$ cat src/bez_pkg.sv
`timescale 1ns / 1ps

package bez_pkg;

  localparam int unsigned CFG_IDX_BITS = 3;

  typedef enum logic [CFG_IDX_BITS-1:0] {
    CFG_POINT_START  = 3'd0,
    CFG_POINT_CTRL_A = 3'd1,
    CFG_POINT_CTRL_B = 3'd2,
    CFG_POINT_END    = 3'd3
  } cfg_idx_t;

  // load enables of the six pipeline stages, s1 nearest the input
  typedef struct packed {
    logic s1;
    logic s2;
    logic s3;
    logic s4;
    logic s5;
    logic s6;
  } bez_adv_t;

endpackage

$ cat src/bez_wgt.sv
`timescale 1ns / 1ps

module bez_wgt import bez_pkg::*; #(
  parameter int unsigned PARAM_FRAC_BITS = 16
) (
  input  logic                       clk,
  input  bez_adv_t                   adv,
  input  logic [PARAM_FRAC_BITS:0]   curve_param,
  output logic [PARAM_FRAC_BITS:0]   w0,
  output logic [PARAM_FRAC_BITS+1:0] w1,
  output logic [PARAM_FRAC_BITS+1:0] w2,
  output logic [PARAM_FRAC_BITS:0]   w3,
  output logic [PARAM_FRAC_BITS:0]   uu,
  output logic [PARAM_FRAC_BITS:0]   ut,
  output logic [PARAM_FRAC_BITS:0]   tt
);

  localparam int unsigned F  = PARAM_FRAC_BITS;
  localparam int unsigned PW = F + 1;
  localparam int unsigned MW = 2 * PW;
  localparam logic [PW-1:0] ONE  = PW'(1) << F;
  localparam logic [MW-1:0] HALF = MW'(1) << (F - 1);
  localparam logic [PW-1:0] ZPAD = '0;

  // stage 1: clamped parameter and its complement
  logic [PW-1:0] t1_r, u1_r, t1_nxt, u1_nxt;
  // stage 2: rounded squares and cross term
  logic [PW-1:0] uu2_r, tt2_r, ut2_r, t2_r, u2_r;
  logic [PW-1:0] uu2_nxt, tt2_nxt, ut2_nxt;
  logic [MW-1:0] m_uu, m_tt, m_ut;
  // stage 3: Bernstein weights
  logic [MW-1:0] m_w0, m_w1, m_w2, m_w3;
  logic [PW-1:0] r1, r2;
  logic [PW-1:0] w0_r, w3_r, uu3_r, ut3_r, tt3_r;
  logic [PW:0]   w1_r, w2_r, w1_nxt, w2_nxt;

  always_comb begin
    t1_nxt = (curve_param > ONE) ? ONE : curve_param;
    u1_nxt = ONE - t1_nxt;
  end

  always_comb begin
    m_uu    = {ZPAD, u1_r} * {ZPAD, u1_r} + HALF;
    m_tt    = {ZPAD, t1_r} * {ZPAD, t1_r} + HALF;
    m_ut    = {ZPAD, u1_r} * {ZPAD, t1_r} + HALF;
    uu2_nxt = m_uu[F +: PW];
    tt2_nxt = m_tt[F +: PW];
    ut2_nxt = m_ut[F +: PW];
  end

  always_comb begin
    m_w0   = {ZPAD, uu2_r} * {ZPAD, u2_r} + HALF;
    m_w1   = {ZPAD, uu2_r} * {ZPAD, t2_r} + HALF;
    m_w2   = {ZPAD, tt2_r} * {ZPAD, u2_r} + HALF;
    m_w3   = {ZPAD, tt2_r} * {ZPAD, t2_r} + HALF;
    r1     = m_w1[F +: PW];
    r2     = m_w2[F +: PW];
    // inner weights carry the factor of three
    w1_nxt = {1'b0, r1} + {r1, 1'b0};
    w2_nxt = {1'b0, r2} + {r2, 1'b0};
  end

  always_ff @(posedge clk) begin
    if (adv.s1) begin
      t1_r <= t1_nxt;
      u1_r <= u1_nxt;
    end
    if (adv.s2) begin
      uu2_r <= uu2_nxt;
      tt2_r <= tt2_nxt;
      ut2_r <= ut2_nxt;
      t2_r  <= t1_r;
      u2_r  <= u1_r;
    end
    if (adv.s3) begin
      w0_r  <= m_w0[F +: PW];
      w1_r  <= w1_nxt;
      w2_r  <= w2_nxt;
      w3_r  <= m_w3[F +: PW];
      uu3_r <= uu2_r;
      ut3_r <= ut2_r;
      tt3_r <= tt2_r;
    end
  end

  assign w0 = w0_r;
  assign w1 = w1_r;
  assign w2 = w2_r;
  assign w3 = w3_r;
  assign uu = uu3_r;
  assign ut = ut3_r;
  assign tt = tt3_r;

endmodule

$ cat config.mk
export PLATFORM = sky130hd
export DESIGN_NAME = bez_wgt
export DESIGN_NICKNAME = d
export VERILOG_FILES = /design/src/bez_pkg.sv /design/src/bez_wgt.sv
export SDC_FILE = /design/constraint.sdc
export NUM_CORES = 2
export LEC_CHECK = 0
export ABC_AREA = 1
export BUFFER_PORTS_ARGS = -buffer_cell sky130_fd_sc_hd__buf_2
export CAP_MARGIN = 0
export CELL_PAD_IN_SITES_DETAIL_PLACEMENT = 0
export CELL_PAD_IN_SITES_GLOBAL_PLACEMENT = 2
export CORE_ASPECT_RATIO = 0.6
export CORE_MARGIN = 5
export CORE_UTILIZATION = 45
export CTS_BUF_LIST = sky130_fd_sc_hd__clkbuf_4
export DETAILED_ROUTE_END_ITERATION = 7
export HOLD_SLACK_MARGIN = 0.02
export PLACE_DENSITY = 0.95
export SYNTH_ARGS = -nofsm -noshare
export SYNTH_HDL_FRONTEND = slang
export SYNTH_SLANG_ARGS = --single-unit
$ cat constraint.sdc
create_clock -name clk -period 11.9 [get_ports clk]
set_clock_uncertainty 0.05 [all_clocks]
set_input_delay 1.785 -clock clk [delete_from_list [all_inputs] [get_ports clk]]
set_output_delay 1.785 -clock clk [all_outputs]
set_load 0.01 [all_outputs]
==> out/qor.yml <==
clk_latency_ns: 1.02
grtUsageMet3_pct: 6.16
holdPathStages: 0
detailedRoute.firstIterationViolations: 4580
hp-start: "ut2_r[4]$_DFFE_PP_"
numCtsBuffers: 69
grt_max_degree: 72
clk_pin_slew_ns: 0.08
vias: 55789
syn_inst: 9125
hpwlAfterDp_um: 165000
fp.dieW_um: 535
r2r-start: "tt2_r[5]$_DFFE_PP_"
io_buffers: 141
reg2reg_slack_ns: 3.49
rows: 115
cts_sinks: 238
synth-seq-area-share_pct: 9.61
ys_top_cells_by_area: "fa_1 40%, inv_1 14%, ha_1 14%, nand2_1 11%, edfxtp_1 9.6%"
synth_cell_types: 47
final.min_clock_period_ns: 8.41
track_usage_pct: 24.5
path_buf_inv: 7
avgSynthCellArea_um2: 8.15
cts_setup_buffers: 0
fin_nets: 11400
grt_pass1_vias: 58874
min_path_type: "reg2reg"
holdPathEnd: "ut[4]$_DFFE_PP_"
slowest_stage: "edfxtp_1"
setup.worst_path.end_class: "register"
synth-edff-count: 238
syn_nets: 11460
rsz0062_at_grt: "false"
worstMarginPinSlew_ns: 1.21
cts_hold_buf: 0
start_util_pct: 45.3
die-area_um2: 174000
async_flop_share_pct: 0
path_max_fanout: 24
ios: 145
layout-drive-gt1-share_pct: 4.66
drtAntennaViolNets: 0
cts_resized: 0
timing.slew.headroom_pct: 19.5
grt_use_met2_pct: 33.5
cpLargestDelayFamily: "adder cells"
cts_root_buffer: "clkbuf_4"
synth_top_area_share_pct: 40.4
drc: 0
cp-start-kind: "register"
setup_tns_ns: 0
cp_common_cell: "nand2_1"
synth_area_leader_cell: "fa_1"
first_pass_iters: 6
whs_ns: 0.355
antenna_found_initial: 6
synth_ff_type: "edfxtp_1"
grt.busiest_layer: "met1"
max_freq_mhz: 119
critPathMaxStageDelay_ns: 0.85
hold_viol: 0
h-tree-depth: 3
r2r_cells: 38
post_drt_wl_per_cell_um: 18.2
area.growth.synth_to_final_pct: 5.01
clockBufferDepth: 3
ys_seq_elements: 238
routabilityCongestion: 0.939
via_per_inst: 4.92
fin_crit_sh_pct: 70.6
path_class: "reg2reg"
core_area_um2: 164000
synth-warning-count: 0
gr-total-overflow: 0
worstPathRequired_ns: 12.54
arrival_ns: 9.05
drt_wl_total_um: 207000
setup_violations: 0
grt_pass1_wl_um: 336000
status: "complete, no violations"
cts_tree: "done"
die-height_um: 325
syn_area_um2: 74400
slew_viol_final: 0
grt_util_met1_pct: 39.1
cap_violations: 0
r2r-end: "w2[15]$_DFFE_PP_"
worst register-to-register path: cells and delay by family, from the launching register on:
kind | cells | cell delay [ns]
adder cells (fa/ha/maj) | 9 | 4.10
AO/OA/AOI/OAI | 3 | 0.56
buffers and inverters | 7 | 0.85
flip-flops | 1 | 0.85
AND/OR/NAND/NOR | 18 | 1.47
XOR/XNOR | 1 | 0.26
cell families (layout without fill, tap and decap cells):
logic type | Yosys count | count (layout) | synth area share (%)
buffers and inverters | 3231 | 3217 | 16.3
XOR/XNOR | 193 | 193 | 2.27
AO/OA/AOI/OAI | 481 | 481 | 3.68
flip-flops | 238 | 238 | 9.61
other | 0 | 5 | 0
AND/OR/NAND/NOR | 2671 | 2671 | 14.1
adder cells (fa/ha/maj) | 2311 | 2311 | 54.0
layout by cell type, fill, tap and decap left out, types with 7 or more instances in the layout:
cell,count
clkinv_1,16
ha_1,808
nand3_1,88
o21a_1,18
a21o_1,15
nand4_1,31
xnor2_1,73
o211ai_1,7
fa_1,1503
nor2_2,13
nor4_1,10
inv_1,2838
a31oi_1,25
clkinv_2,8
a21boi_0,7
o221ai_1,7
buf_2,139
inv_2,8
o21ai_1,11
xor2_1,120
nand2_1,2223
nor3_1,32
edfxtp_1,238
buf_4,115
nor2_1,224
nand3b_1,7
nand2_2,28
o21bai_1,19
clkbuf_4,87
a21oi_1,251
o21ai_0,91
state kept, by name, indices dropped and copies added, names as in the netlist:
signal,cells
uu,17
t2_r,17
w2,18
uu2_r,17
ut2_r,17
u2_r,16
tt2_r,17
w3,17
t1_r,17
ut,17
w0,17
u1_r,16
w1,18
tt,17
final cells by class:
cell class	instances	area (um2)
clock buffers	87	653
flip-flops and latches	238	7150
well taps	2223	2780
multi-input cells	5656	55100
clock inverters	30	169
inverters	2845	10700
repair buffers	255	1570
diodes	5	12.5
fillers	16033	86100
worst max path at each step:
stage / from / to / slack [ns] / depth (start not counted)
global route: tt2_r[5]$_DFFE_PP_ / w2[17]$_DFFE_PP_ / 3.01 / 37
CTS: tt2_r[5]$_DFFE_PP_ / w2[15]$_DFFE_PP_ / 3.62 / 38
floorplan: uu2_r[14]$_DFFE_PP_ / w1[15]$_DFFE_PP_ / 4.71 / 39
detailed placement: tt2_r[5]$_DFFE_PP_ / w2[15]$_DFFE_PP_ / 3.65 / 38
global placement: tt2_r[5]$_DFFE_PP_ / w2[15]$_DFFE_PP_ / 3.67 / 38
finish: tt2_r[5]$_DFFE_PP_ / w2[15]$_DFFE_PP_ / 3.49 / 38
synthesized netlist by cell type (13+ instances only):
library cell  instances
a21o_1               15
a21oi_1             251
a31oi_1              25
clkbuf_1            376
edfxtp_1            238
fa_1               1503
ha_1                808
inv_1              2838
nand2_1            2223
nand2_2              28
nand3_1              88
nand4_1              31
nor2_1              224
nor2_2               13
nor3_1               32
o21a_1               18
o21ai_0              91
o21bai_1             19
xnor2_1              73
xor2_1              120
metal layers:
metal | up-vias | wire, um
li1 | 26018 | -
met4 | 0 | 3290
met3 | 169 | 21200
met2 | 2016 | 80100
met1 | 27586 | 102000
met5 | - | 0
through the flow:
step	cell area (um2)	utilization, %	worst slack [ns]	std cells
2_1_floorplan	74400	-	4.71	9125
3_3_place_gp	77300	47.1	3.67	11217
3_5_place_dp	77300	47.1	3.65	11217
4_1_cts	78100	47.6	3.62	11334
5_1_grt	78100	47.6	3.01	11338
6_report	78100	47.6	3.49	11339
Power is not shown: default switching activity piles up to over one toggle a cycle in this logic, so the estimate is an artifact.
